--- config.mk ---
export PLATFORM = sky130hd
export DESIGN_NAME = i2c_master_register_transfer_top_flat
export DESIGN_NICKNAME = d
export VERILOG_FILES = /design/src/rtl/i2cmrt_pkg.sv /design/src/rtl/i2cmrt_in_if.sv /design/src/rtl/i2cmrt_out_if.sv /design/src/rtl/i2cmrt_fifo.sv /design/src/rtl/i2cmrt_engine.sv /design/src/rtl/i2c_master_register_transfer_top.sv /design/src/flat_wrapper.sv
export SDC_FILE = /design/constraint.sdc
export NUM_CORES = 1
export LEC_CHECK = 0
export BUFFER_PORTS_ARGS = -buffer_cell sky130_fd_sc_hd__buf_4
export CORE_MARGIN = 10
export CORE_UTILIZATION = 40
export CTS_BUF_LIST = sky130_fd_sc_hd__clkbuf_2 sky130_fd_sc_hd__clkbuf_4 sky130_fd_sc_hd__clkbuf_8
export DETAILED_ROUTE_END_ITERATION = 10
export GPL_TIMING_DRIVEN = 1
export SLEW_MARGIN = 20
export SYNTH_ARGS = -nofsm -noshare
export SYNTH_HDL_FRONTEND = slang
export SYNTH_SLANG_ARGS = --single-unit
--- constraint.sdc ---
create_clock -name clk -period 5.3 [get_ports clk]
set_input_delay 1.06 -clock clk [delete_from_list [all_inputs] [get_ports clk]]
set_output_delay 1.06 -clock clk [all_outputs]
set_load 0.1 [all_outputs]
--- src/rtl/i2cmrt_pkg.sv ---
`timescale 1ns / 1ps
package i2cmrt_pkg;
  localparam logic [1:0] MODE_TICK  = 2'd0;
  localparam logic [1:0] MODE_WRITE = 2'd1;
  localparam logic [1:0] MODE_READ  = 2'd2;
  localparam logic [1:0] MODE_BYTE  = 2'd3;

  localparam logic [1:0] CFG_DEV_ADDR = 2'd0;
  localparam logic [1:0] CFG_QUARTER  = 2'd1;
  localparam logic [1:0] CFG_POLL     = 2'd2;

  localparam logic [1:0] DONE_NONE  = 2'd0;
  localparam logic [1:0] DONE_OK    = 2'd1;
  localparam logic [1:0] DONE_NACK  = 2'd2;

  localparam logic [6:0] DEV_ADDR_RST = 7'h32;
  localparam logic [7:0] QUARTER_RST  = 8'd2;
  localparam logic [7:0] POLL_RST     = 8'd12;

  typedef struct packed {
    logic [1:0] mode;
    logic [7:0] reg_address;
    logic [7:0] byte_count;
    logic [7:0] write_byte;
    logic       sda_level;
  } in_word_t;

  typedef struct packed {
    logic       scl_release;
    logic       sda_release;
    logic       read_valid;
    logic [7:0] read_byte;
    logic       need_byte;
    logic       busy_res;
    logic [1:0] done_status;
  } out_word_t;
endpackage

--- src/rtl/i2cmrt_in_if.sv ---
`timescale 1ns / 1ps
interface i2cmrt_in_if import i2cmrt_pkg::*; ();
  logic     valid;
  logic     ready;
  in_word_t data;
  modport source (output valid, output data, input ready);
  modport sink (input valid, input data, output ready);
endinterface

--- src/rtl/i2cmrt_out_if.sv ---
`timescale 1ns / 1ps
interface i2cmrt_out_if import i2cmrt_pkg::*; ();
  logic      valid;
  logic      ready;
  out_word_t data;
  modport source (output valid, output data, input ready);
  modport sink (input valid, input data, output ready);
endinterface

--- src/rtl/i2cmrt_fifo.sv ---
`timescale 1ns / 1ps
module i2cmrt_fifo #(
  parameter int Width = 8
) (
  input  logic             clk,
  input  logic             rst_n,
  input  logic             wr_valid,
  output logic             wr_ready,
  input  logic [Width-1:0] wr_data,
  output logic             rd_valid,
  input  logic             rd_ready,
  output logic [Width-1:0] rd_data
);
  // two-entry queue, full throughput
  logic [Width-1:0] mem_r [2];
  logic             wp_r, rp_r;
  logic [1:0]       cnt_r;
  logic             push, pop;

  assign wr_ready = (cnt_r != 2'd2);
  assign rd_valid = (cnt_r != 2'd0);
  assign rd_data  = mem_r[rp_r];
  assign push = wr_valid && wr_ready;
  assign pop  = rd_valid && rd_ready;

  always_ff @(posedge clk) begin
    if (push) begin
      mem_r[wp_r] <= wr_data;
    end
    if (!rst_n) begin
      wp_r <= 1'b0;
      rp_r <= 1'b0;
      cnt_r <= 2'd0;
    end else begin
      if (push) wp_r <= ~wp_r;
      if (pop) rp_r <= ~rp_r;
      cnt_r <= cnt_r + {1'b0, push} - {1'b0, pop};
    end
  end
endmodule

--- src/rtl/i2cmrt_engine.sv ---
`timescale 1ns / 1ps
module i2cmrt_engine import i2cmrt_pkg::*; (
  input  logic      clk,
  input  logic      rst_n,
  input  logic      cfg_we,
  input  logic [1:0] cfg_idx,
  input  logic [7:0] cfg_wdata,
  input  logic      cmd_valid,
  output logic      cmd_ready,
  input  in_word_t  cmd,
  output logic      res_valid,
  input  logic      res_ready,
  output out_word_t res
);
  localparam logic [3:0] PH_IDLE = 4'd0, PH_START = 4'd1, PH_SEND = 4'd2,
    PH_ACK = 4'd3, PH_POLL = 4'd4, PH_WAIT = 4'd5, PH_RECV = 4'd6,
    PH_MACK = 4'd7, PH_STOP = 4'd8;
  localparam logic [1:0] ST_ADDR_W = 2'd0, ST_REG = 2'd1, ST_ADDR_R = 2'd2,
    ST_DATA = 2'd3;

  logic [6:0] dev_r;
  logic [7:0] qtr_r, lim_r;
  logic [3:0] phase_r, phase_nxt;
  logic [2:0] bit_r, bit_nxt;
  logic [7:0] shift_r, shift_nxt, left_r, left_nxt, tick_r, tick_nxt;
  logic [7:0] poll_r, poll_nxt, sreg_r, sreg_nxt;
  logic       rd_r, rd_nxt, scl_r, scl_nxt, sda_r, sda_nxt, fail_r, fail_nxt;
  logic [1:0] qt_r, qt_nxt, stage_r, stage_nxt;
  logic       ov, step;
  logic [7:0] ob;
  logic [1:0] od;
  logic [7:0] qlen;

  // output register; take a word when empty or draining
  assign cmd_ready = !res_valid || res_ready;
  assign step = cmd_valid && cmd_ready;
  assign qlen = (qtr_r == 8'd0) ? 8'd1 : qtr_r;

  always_comb begin
    phase_nxt = phase_r; bit_nxt = bit_r; shift_nxt = shift_r;
    left_nxt = left_r; tick_nxt = tick_r; poll_nxt = poll_r;
    sreg_nxt = sreg_r; rd_nxt = rd_r; scl_nxt = scl_r; sda_nxt = sda_r;
    fail_nxt = fail_r; qt_nxt = qt_r; stage_nxt = stage_r;
    ov = 1'b0; ob = 8'd0; od = DONE_NONE;
    case (cmd.mode)
      MODE_TICK: begin
        if (phase_r == PH_POLL) begin
          if (!cmd.sda_level) begin
            scl_nxt = 1'b0;
            qt_nxt = 2'd0; tick_nxt = 8'd0; bit_nxt = 3'd0;
            case (stage_r)
              ST_ADDR_W: begin
                stage_nxt = ST_REG; shift_nxt = sreg_r; phase_nxt = PH_SEND;
              end
              ST_REG: begin
                if (left_r == 8'd0) phase_nxt = PH_STOP;
                else if (rd_r) begin
                  stage_nxt = ST_ADDR_R; phase_nxt = PH_START;
                end else phase_nxt = PH_WAIT;
              end
              ST_ADDR_R: begin
                shift_nxt = 8'd0; phase_nxt = PH_RECV;
              end
              default: begin
                left_nxt = left_r - 8'd1;
                phase_nxt = (left_r == 8'd1) ? PH_STOP : PH_WAIT;
              end
            endcase
          end else if (poll_r >= lim_r) begin
            fail_nxt = 1'b1; phase_nxt = PH_STOP;
            qt_nxt = 2'd0; tick_nxt = 8'd0; bit_nxt = 3'd0;
          end else poll_nxt = poll_r + 8'd1;
        end else if (phase_r != PH_IDLE && phase_r != PH_WAIT) begin
          if ({1'b0, tick_r} + 9'd1 >= {1'b0, qlen}) begin
            tick_nxt = 8'd0;
            if (phase_r == PH_RECV && qt_r == 2'd1)
              shift_nxt = {shift_r[6:0], cmd.sda_level};
            if (qt_r != 2'd3) qt_nxt = qt_r + 2'd1;
            else begin
              qt_nxt = 2'd0;
              case (phase_r)
                PH_START: begin
                  shift_nxt = {dev_r, stage_r == ST_ADDR_R};
                  phase_nxt = PH_SEND; bit_nxt = 3'd0;
                end
                PH_SEND: begin
                  shift_nxt = {shift_r[6:0], 1'b0};
                  if (bit_r == 3'd7) begin
                    phase_nxt = PH_ACK; bit_nxt = 3'd0;
                  end else bit_nxt = bit_r + 3'd1;
                end
                PH_ACK: begin
                  phase_nxt = PH_POLL; poll_nxt = 8'd0;
                end
                PH_RECV: begin
                  if (bit_r == 3'd7) begin
                    ov = 1'b1; ob = shift_nxt;
                    left_nxt = left_r - 8'd1;
                    phase_nxt = PH_MACK; bit_nxt = 3'd0;
                  end else bit_nxt = bit_r + 3'd1;
                end
                PH_MACK: begin
                  bit_nxt = 3'd0;
                  if (left_r == 8'd0) phase_nxt = PH_STOP;
                  else begin
                    shift_nxt = 8'd0; phase_nxt = PH_RECV;
                  end
                end
                PH_STOP: begin
                  phase_nxt = PH_IDLE;
                  od = fail_r ? DONE_NACK : DONE_OK;
                end
                default: ;
              endcase
            end
          end else tick_nxt = tick_r + 8'd1;
        end
      end
      MODE_BYTE: begin
        if (phase_r == PH_WAIT) begin
          shift_nxt = cmd.write_byte; stage_nxt = ST_DATA;
          phase_nxt = PH_SEND; qt_nxt = 2'd0; tick_nxt = 8'd0; bit_nxt = 3'd0;
        end
      end
      default: begin
        if (phase_r == PH_IDLE) begin
          sreg_nxt = cmd.reg_address; left_nxt = cmd.byte_count;
          rd_nxt = (cmd.mode == MODE_READ); stage_nxt = ST_ADDR_W;
          fail_nxt = 1'b0; poll_nxt = 8'd0; shift_nxt = 8'd0;
          phase_nxt = PH_START; qt_nxt = 2'd0; tick_nxt = 8'd0; bit_nxt = 3'd0;
        end
      end
    endcase
    // line levels follow the new phase and quarter
    case (phase_nxt)
      PH_START: begin
        case (qt_nxt)
          2'd0: sda_nxt = 1'b1;
          2'd1: begin scl_nxt = 1'b1; sda_nxt = 1'b1; end
          2'd2: begin scl_nxt = 1'b1; sda_nxt = 1'b0; end
          default: begin scl_nxt = 1'b0; sda_nxt = 1'b0; end
        endcase
      end
      PH_SEND: begin
        if (qt_nxt == 2'd0) scl_nxt = 1'b0;
        else if (qt_nxt == 2'd1) begin
          scl_nxt = 1'b0; sda_nxt = shift_nxt[7];
        end else scl_nxt = 1'b1;
      end
      PH_ACK: begin
        if (!qt_nxt[1]) begin scl_nxt = 1'b0; sda_nxt = 1'b1; end
        else scl_nxt = 1'b1;
      end
      PH_RECV: begin
        if (qt_nxt == 2'd0) begin scl_nxt = 1'b0; sda_nxt = 1'b1; end
        else if (qt_nxt != 2'd3) scl_nxt = 1'b1;
        else scl_nxt = 1'b0;
      end
      PH_MACK: begin
        if (!qt_nxt[1]) begin
          scl_nxt = 1'b0; sda_nxt = (left_nxt == 8'd0);
        end else scl_nxt = 1'b1;
      end
      PH_STOP: begin
        if (qt_nxt == 2'd0) begin scl_nxt = 1'b0; sda_nxt = 1'b0; end
        else if (qt_nxt == 2'd1) begin scl_nxt = 1'b1; sda_nxt = 1'b0; end
        else begin scl_nxt = 1'b1; sda_nxt = 1'b1; end
      end
      PH_WAIT: begin scl_nxt = 1'b0; sda_nxt = 1'b1; end
      default: ;
    endcase
  end

  always_ff @(posedge clk) begin
    if (!rst_n) begin
      dev_r <= DEV_ADDR_RST; qtr_r <= QUARTER_RST; lim_r <= POLL_RST;
      phase_r <= PH_IDLE; bit_r <= 3'd0; shift_r <= 8'd0; left_r <= 8'd0;
      tick_r <= 8'd0; poll_r <= 8'd0; sreg_r <= 8'd0; rd_r <= 1'b0;
      scl_r <= 1'b1; sda_r <= 1'b1; fail_r <= 1'b0; qt_r <= 2'd0;
      stage_r <= ST_ADDR_W; res_valid <= 1'b0;
    end else begin
      if (cfg_we) begin
        case (cfg_idx)
          CFG_DEV_ADDR: dev_r <= cfg_wdata[6:0];
          CFG_QUARTER:  qtr_r <= cfg_wdata;
          CFG_POLL:     lim_r <= cfg_wdata;
          default: ;
        endcase
      end
      if (res_ready) res_valid <= 1'b0;
      if (step) begin
        phase_r <= phase_nxt; bit_r <= bit_nxt; shift_r <= shift_nxt;
        left_r <= left_nxt; tick_r <= tick_nxt; poll_r <= poll_nxt;
        sreg_r <= sreg_nxt; rd_r <= rd_nxt; scl_r <= scl_nxt; sda_r <= sda_nxt;
        fail_r <= fail_nxt; qt_r <= qt_nxt; stage_r <= stage_nxt;
        res_valid <= 1'b1;
      end
    end
  end

  always_ff @(posedge clk) begin
    if (step) begin
      res.scl_release <= scl_nxt;
      res.sda_release <= sda_nxt;
      res.read_valid  <= ov;
      res.read_byte   <= ob;
      res.need_byte   <= (phase_nxt == PH_WAIT);
      res.busy_res    <= (phase_nxt != PH_IDLE);
      res.done_status <= od;
    end
  end
endmodule

--- src/rtl/i2c_master_register_transfer_top.sv ---
`timescale 1ns / 1ps
// I2C register-transfer master. Each input word (tick, begin write, begin
// read, next write byte) yields exactly one result word with the SCL/SDA
// release levels and status. Words flow at one per cycle while the sink is
// ready: a two-entry queue decouples input acceptance from the bus engine,
// and the engine's output register takes a word when empty or as it drains.
// Words pass the queue and engine registers in turn. Bus timing is counted in
// tick words only, quarter_bit_ticks per quarter bit; configuration writes
// take effect on the next cycle and should be made while the block is idle.
module i2c_master_register_transfer_top import i2cmrt_pkg::*; (
  input  logic       clk,
  input  logic       rst_n,
  input  logic       cfg_we,
  input  logic [1:0] cfg_idx,
  input  logic [7:0] cfg_wdata,
  i2cmrt_in_if.sink    in_ch,
  i2cmrt_out_if.source out_ch
);
  logic     q_valid, q_ready;
  in_word_t q_data;

  // front: queue the incoming words
  i2cmrt_fifo #(.Width($bits(in_word_t))) u_fifo (
    .clk(clk), .rst_n(rst_n),
    .wr_valid(in_ch.valid), .wr_ready(in_ch.ready), .wr_data(in_ch.data),
    .rd_valid(q_valid), .rd_ready(q_ready), .rd_data(q_data)
  );

  // back: advance the bus state machine
  i2cmrt_engine u_engine (
    .clk(clk), .rst_n(rst_n),
    .cfg_we(cfg_we), .cfg_idx(cfg_idx), .cfg_wdata(cfg_wdata),
    .cmd_valid(q_valid), .cmd_ready(q_ready), .cmd(q_data),
    .res_valid(out_ch.valid), .res_ready(out_ch.ready), .res(out_ch.data)
  );
endmodule

--- src/flat_wrapper.sv ---
// flat-port wrapper written by rule: the top's interface ports become plain ports
module i2c_master_register_transfer_top_flat import i2cmrt_pkg::*;
  (clk, rst_n, cfg_we, cfg_idx, cfg_wdata, in_ch_valid, in_ch_data, in_ch_ready, out_ch_valid, out_ch_data, out_ch_ready);
  i2cmrt_in_if in_ch_i ();
  i2cmrt_out_if out_ch_i ();
  input  logic clk;
  input  logic rst_n;
  input  logic cfg_we;
  input  logic [1:0] cfg_idx;
  input  logic [7:0] cfg_wdata;
  input wire logic [$bits(in_ch_i.valid)-1:0] in_ch_valid;
  input wire logic [$bits(in_ch_i.data)-1:0] in_ch_data;
  output wire logic [$bits(in_ch_i.ready)-1:0] in_ch_ready;
  output wire logic [$bits(out_ch_i.valid)-1:0] out_ch_valid;
  output wire logic [$bits(out_ch_i.data)-1:0] out_ch_data;
  input wire logic [$bits(out_ch_i.ready)-1:0] out_ch_ready;
  assign in_ch_i.valid = in_ch_valid;
  assign in_ch_i.data = in_ch_data;
  assign in_ch_ready = in_ch_i.ready;
  assign out_ch_valid = out_ch_i.valid;
  assign out_ch_data = out_ch_i.data;
  assign out_ch_i.ready = out_ch_ready;
  i2c_master_register_transfer_top u_core (.clk(clk), .rst_n(rst_n), .cfg_we(cfg_we), .cfg_idx(cfg_idx), .cfg_wdata(cfg_wdata), .in_ch(in_ch_i), .out_ch(out_ch_i));
endmodule
==> results.py <==
metrics = {
    "timing": {
        "fin_crit_ps": 4671,
        "rsz0062_at_grt": "no",
        "setup_viol": 0,
        "slew_headroom_pct": 35.17,
        "hold_viol_final": 0,
        "max_freq_mhz": 214.1,
        "fin_crit_sh_pct": 88.13,
        "slew_violations": 0,
        "setup_tns_ps": 0,
        "fin_ws_ps": 629.1,
        "worstMarginPinSlew_ps": 968.9,
        "skew_ps": 20.03,
    },
    "place": {
        "io_buffers": 58,
        "dpl.hpwl_um": 15970,
        "post-place-ws_ps": 722.8,
        "gp_congestion": 0.9301,
        "place_inst": 1168,
        "place_area_um2": 9054,
    },
    "detailed_routing": {
        "vias_per_cell": 5.611,
        "detail-route-antenna-nets": 0,
        "drc": 0,
        "wl_per_cell_um": 18.09,
        "first_iter_violations": 500,
        "routed_wirelength_um": 21710,
        "drt-pass1-iter-count": 5,
        "via_count": 6733,
    },
    "critical_path": {
        "worstPathRequired_ps": 5490,
        "crit_buf_inv": 1,
        "critPathCaptureType": "flip-flop",
        "cp_num_cells": 18,
        "worstPathMaxFanout": 10,
        "path_delay_family": "simple AND/OR/NAND/NOR gates",
        "crit_top_cell": "ha_1",
        "crit_type": "flip-flop to flip-flop",
        "ff2ff_path_depth": 18,
        "crit_chain": "ha_1 -> nand3_2 -> or2_2 -> xnor2_1 -> ha_1 -> and3_1 -> and3_1 -> and2_1 -> nor3_2 -> o41a_1 -> a32oi_1 -> inv_1 -> ha_1 -> nor2_1 -> a221o_1 -> mux2i_1 -> a21oi_1 -> nand3_1",
        "arrival_ps": 4860,
        "crit_slowest_cell": "o41a_1",
        "start_kind": "flip-flop",
        "critPathMaxStageDelay_ps": 480,
    },
    "synthesis": {
        "ys_top_cells_by_count": "121 x nor2_1, 84 x dfxtp_1, 69 x edfxtp_1, 65 x mux2i_1, 62 x nand2_1",
        "synth_ff_type": "dfxtp_1",
        "synth_top_area_cell": "edfxtp_1",
        "ys_seq_area_share_pct": 44.79,
        "async_flop_share_pct": 0,
        "ys_warn_count": 0,
        "syn_area_per_cell_um2": 9.611,
        "synth_edf_count": 69,
        "yosysUniqueCellTypes": 86,
        "synth_most_common_cell": "nor2_1",
        "synth_area_leaders": "edfxtp_1 25%, dfxtp_1 20%, mux2i_1 7.8%, nor2_1 5.4%, ha_1 4.8%",
        "syn_nets": 946,
        "synthCells": 872,
        "syn-cell-area_um2": 8381,
        "synth_top_area_share_pct": 24.72,
        "ys_seq_elements": 153,
    },
    "cts": {
        "cts.repair.resized": 0,
        "cts_hold_buf": 0,
        "insertion_delay_ps": 470,
        "cts_tree": "built",
        "postCtsSetupBuffers": 0,
        "clk_pin_slew_worst_paths_ps": 100,
        "clockBufferDepth": 2,
        "cts_made_buffers": 17,
        "h-tree-depth": 4,
        "cts-root-buf": "clkbuf_8",
        "cts_num_sinks": 153,
    },
    "floorplanning": {
        "core_um2": 20430,
        "die_h_um": 164.7,
        "io_pins": 59,
        "die_area_um2": 27140,
        "rows": 52,
        "die_w_um": 164.7,
        "start_util_pct": 41.02,
    },
    "final_layout": {
        "syn_to_final_growth_pct": 13.23,
        "instances_no_fill": 1200,
        "num_antenna_cells": 0,
        "fin_area_um2": 9489,
        "drive_gt1_share_pct": 15.38,
        "nNetsFinal": 991,
        "fin_util_pct": 46.45,
        "nFillCells": 1975,
    },
    "flow_run": {
        "cap_viol_max_count": 0,
    },
    "pwr": {
        "irDropWorstVdd_v": 0.0003139,
        "power_leakage_nw": 3.636,
        "powerDensity_nw_per_um2": 535.7,
    },
    "worst_hold_path": {
        "hold_path.class": "flip-flop to flip-flop",
        "holdPathStages": 2,
    },
    "grt": {
        "overflow": 0,
        "grt_pass1_vias": 6378,
        "grt_pass1_wl_um": 34920,
        "grt_max_degree": 43,
        "antenna_found_initial": 0,
        "grtUsageTotal_pct": 16.27,
    },
    "outcome": {
        "outcome": "completed",
    },
}
==> metrics by stage <==
stage	hold WS, ps	total power [mW]
2_1_floorplan	442.0	3.519
3_3_place_gp	460.6	4.152
3_5_place_dp	466.1	4.147
4_1_cts	481.9	5.101
5_1_grt	520.0	5.420
6_report	482.4	5.083
==> cell families (layout without fill, tap and decap cells) <==
family / count (synthesis) / after routing / synth area share, %
buf+inv: 85 / 143 / 4.225
flops: 153 / 153 / 44.79
xor+xnor: 18 / 18 / 1.881
mux: 69 / 69 / 8.301
simple gates: 317 / 317 / 18.83
fa+ha+maj: 32 / 32 / 4.777
compound gates: 198 / 198 / 17.20
==> flip-flops by register name, indices dropped and copies added, names as in the netlist, 3 cells and up, named ones only <==
name,flops
u_core.u_fifo.mem_r,54
u_core.u_engine.res,15
u_core.u_engine.left_r,8
u_core.u_engine.lim_r,8
u_core.u_engine.poll_r,8
u_core.u_engine.qtr_r,8
u_core.u_engine.shift_r,8
u_core.u_engine.sreg_r,8
u_core.u_engine.tick_r,8
u_core.u_engine.dev_r,7
u_core.u_engine.phase_r,4
u_core.u_engine.bit_r,3
==> where the power goes <==
part,switching [mW],total (mW),leakage [nW],internal (mW)
clock network,0.530,0.940,0.214,0.410
registers,0.214,1.69,1.34,1.48
logic,1.64,2.45,2.09,0.813
total,2.38,5.08,3.64,2.70
==> area by class of cell <==
| cell class | instances | area (um2) | share of cell area, % |
|---|---|---|---|
| multi-input combinational | 634 | 4275 | 45.06 |
| sequential | 153 | 3754 | 39.56 |
| timing repair buffer | 72 | 540.5 | 5.696 |
| tap | 270 | 337.8 | 3.560 |
| clock buffer | 17 | 234.0 | 2.466 |
| clock inverter | 15 | 201.4 | 2.123 |
| inverter | 39 | 146.4 | 1.543 |
==> metal layers <==
layer  wire [um]  global-route usage [%]  vias to the layer above  share of wire, %
li1            -                       -                     3317                 -
met1       10140                   22.13                     3226                47
met2       10110                   25.04                      167                47
met3         953                   3.286                       23               4.4
met4         504                   5.998                        0               2.3
met5           0                       0                        -                 0
==> cell usage in the layout (no fill, tap or decap), drive strengths merged, types with 11 or more instances in the layout <==
cell type  instances
nor2             121
dfxtp             84
nor3              30
nand2             63
o211ai            11
nor2b             11
buf               72
a211oi            22
a221oi            12
a21oi             44
o21ai             24
a22oi             11
ha                32
inv               45
nand3             21
edfxtp            69
clkbuf            17
mux2i             65
==> worst paths after layout <==
kind	start	endpoint	slack (ps)
worst max-delay path	u_core.u_engine.tick_r[0]	u_core.u_engine.res[13]	630
worst min-delay path	u_core.u_engine.bit_r[0]	u_core.u_engine.bit_r[0]	480
worst max register to register	u_core.u_engine.tick_r[0]	u_core.u_engine.res[13]	630
worst min register to register	u_core.u_engine.bit_r[0]	u_core.u_engine.bit_r[0]	480
==> worst min-delay path: cells and delay by family, from the launching register on <==
family	cells	cell delay [ps]
flops	1	340
simple gates	1	60
compound gates	1	50
(Power assumes the default switching activity.)
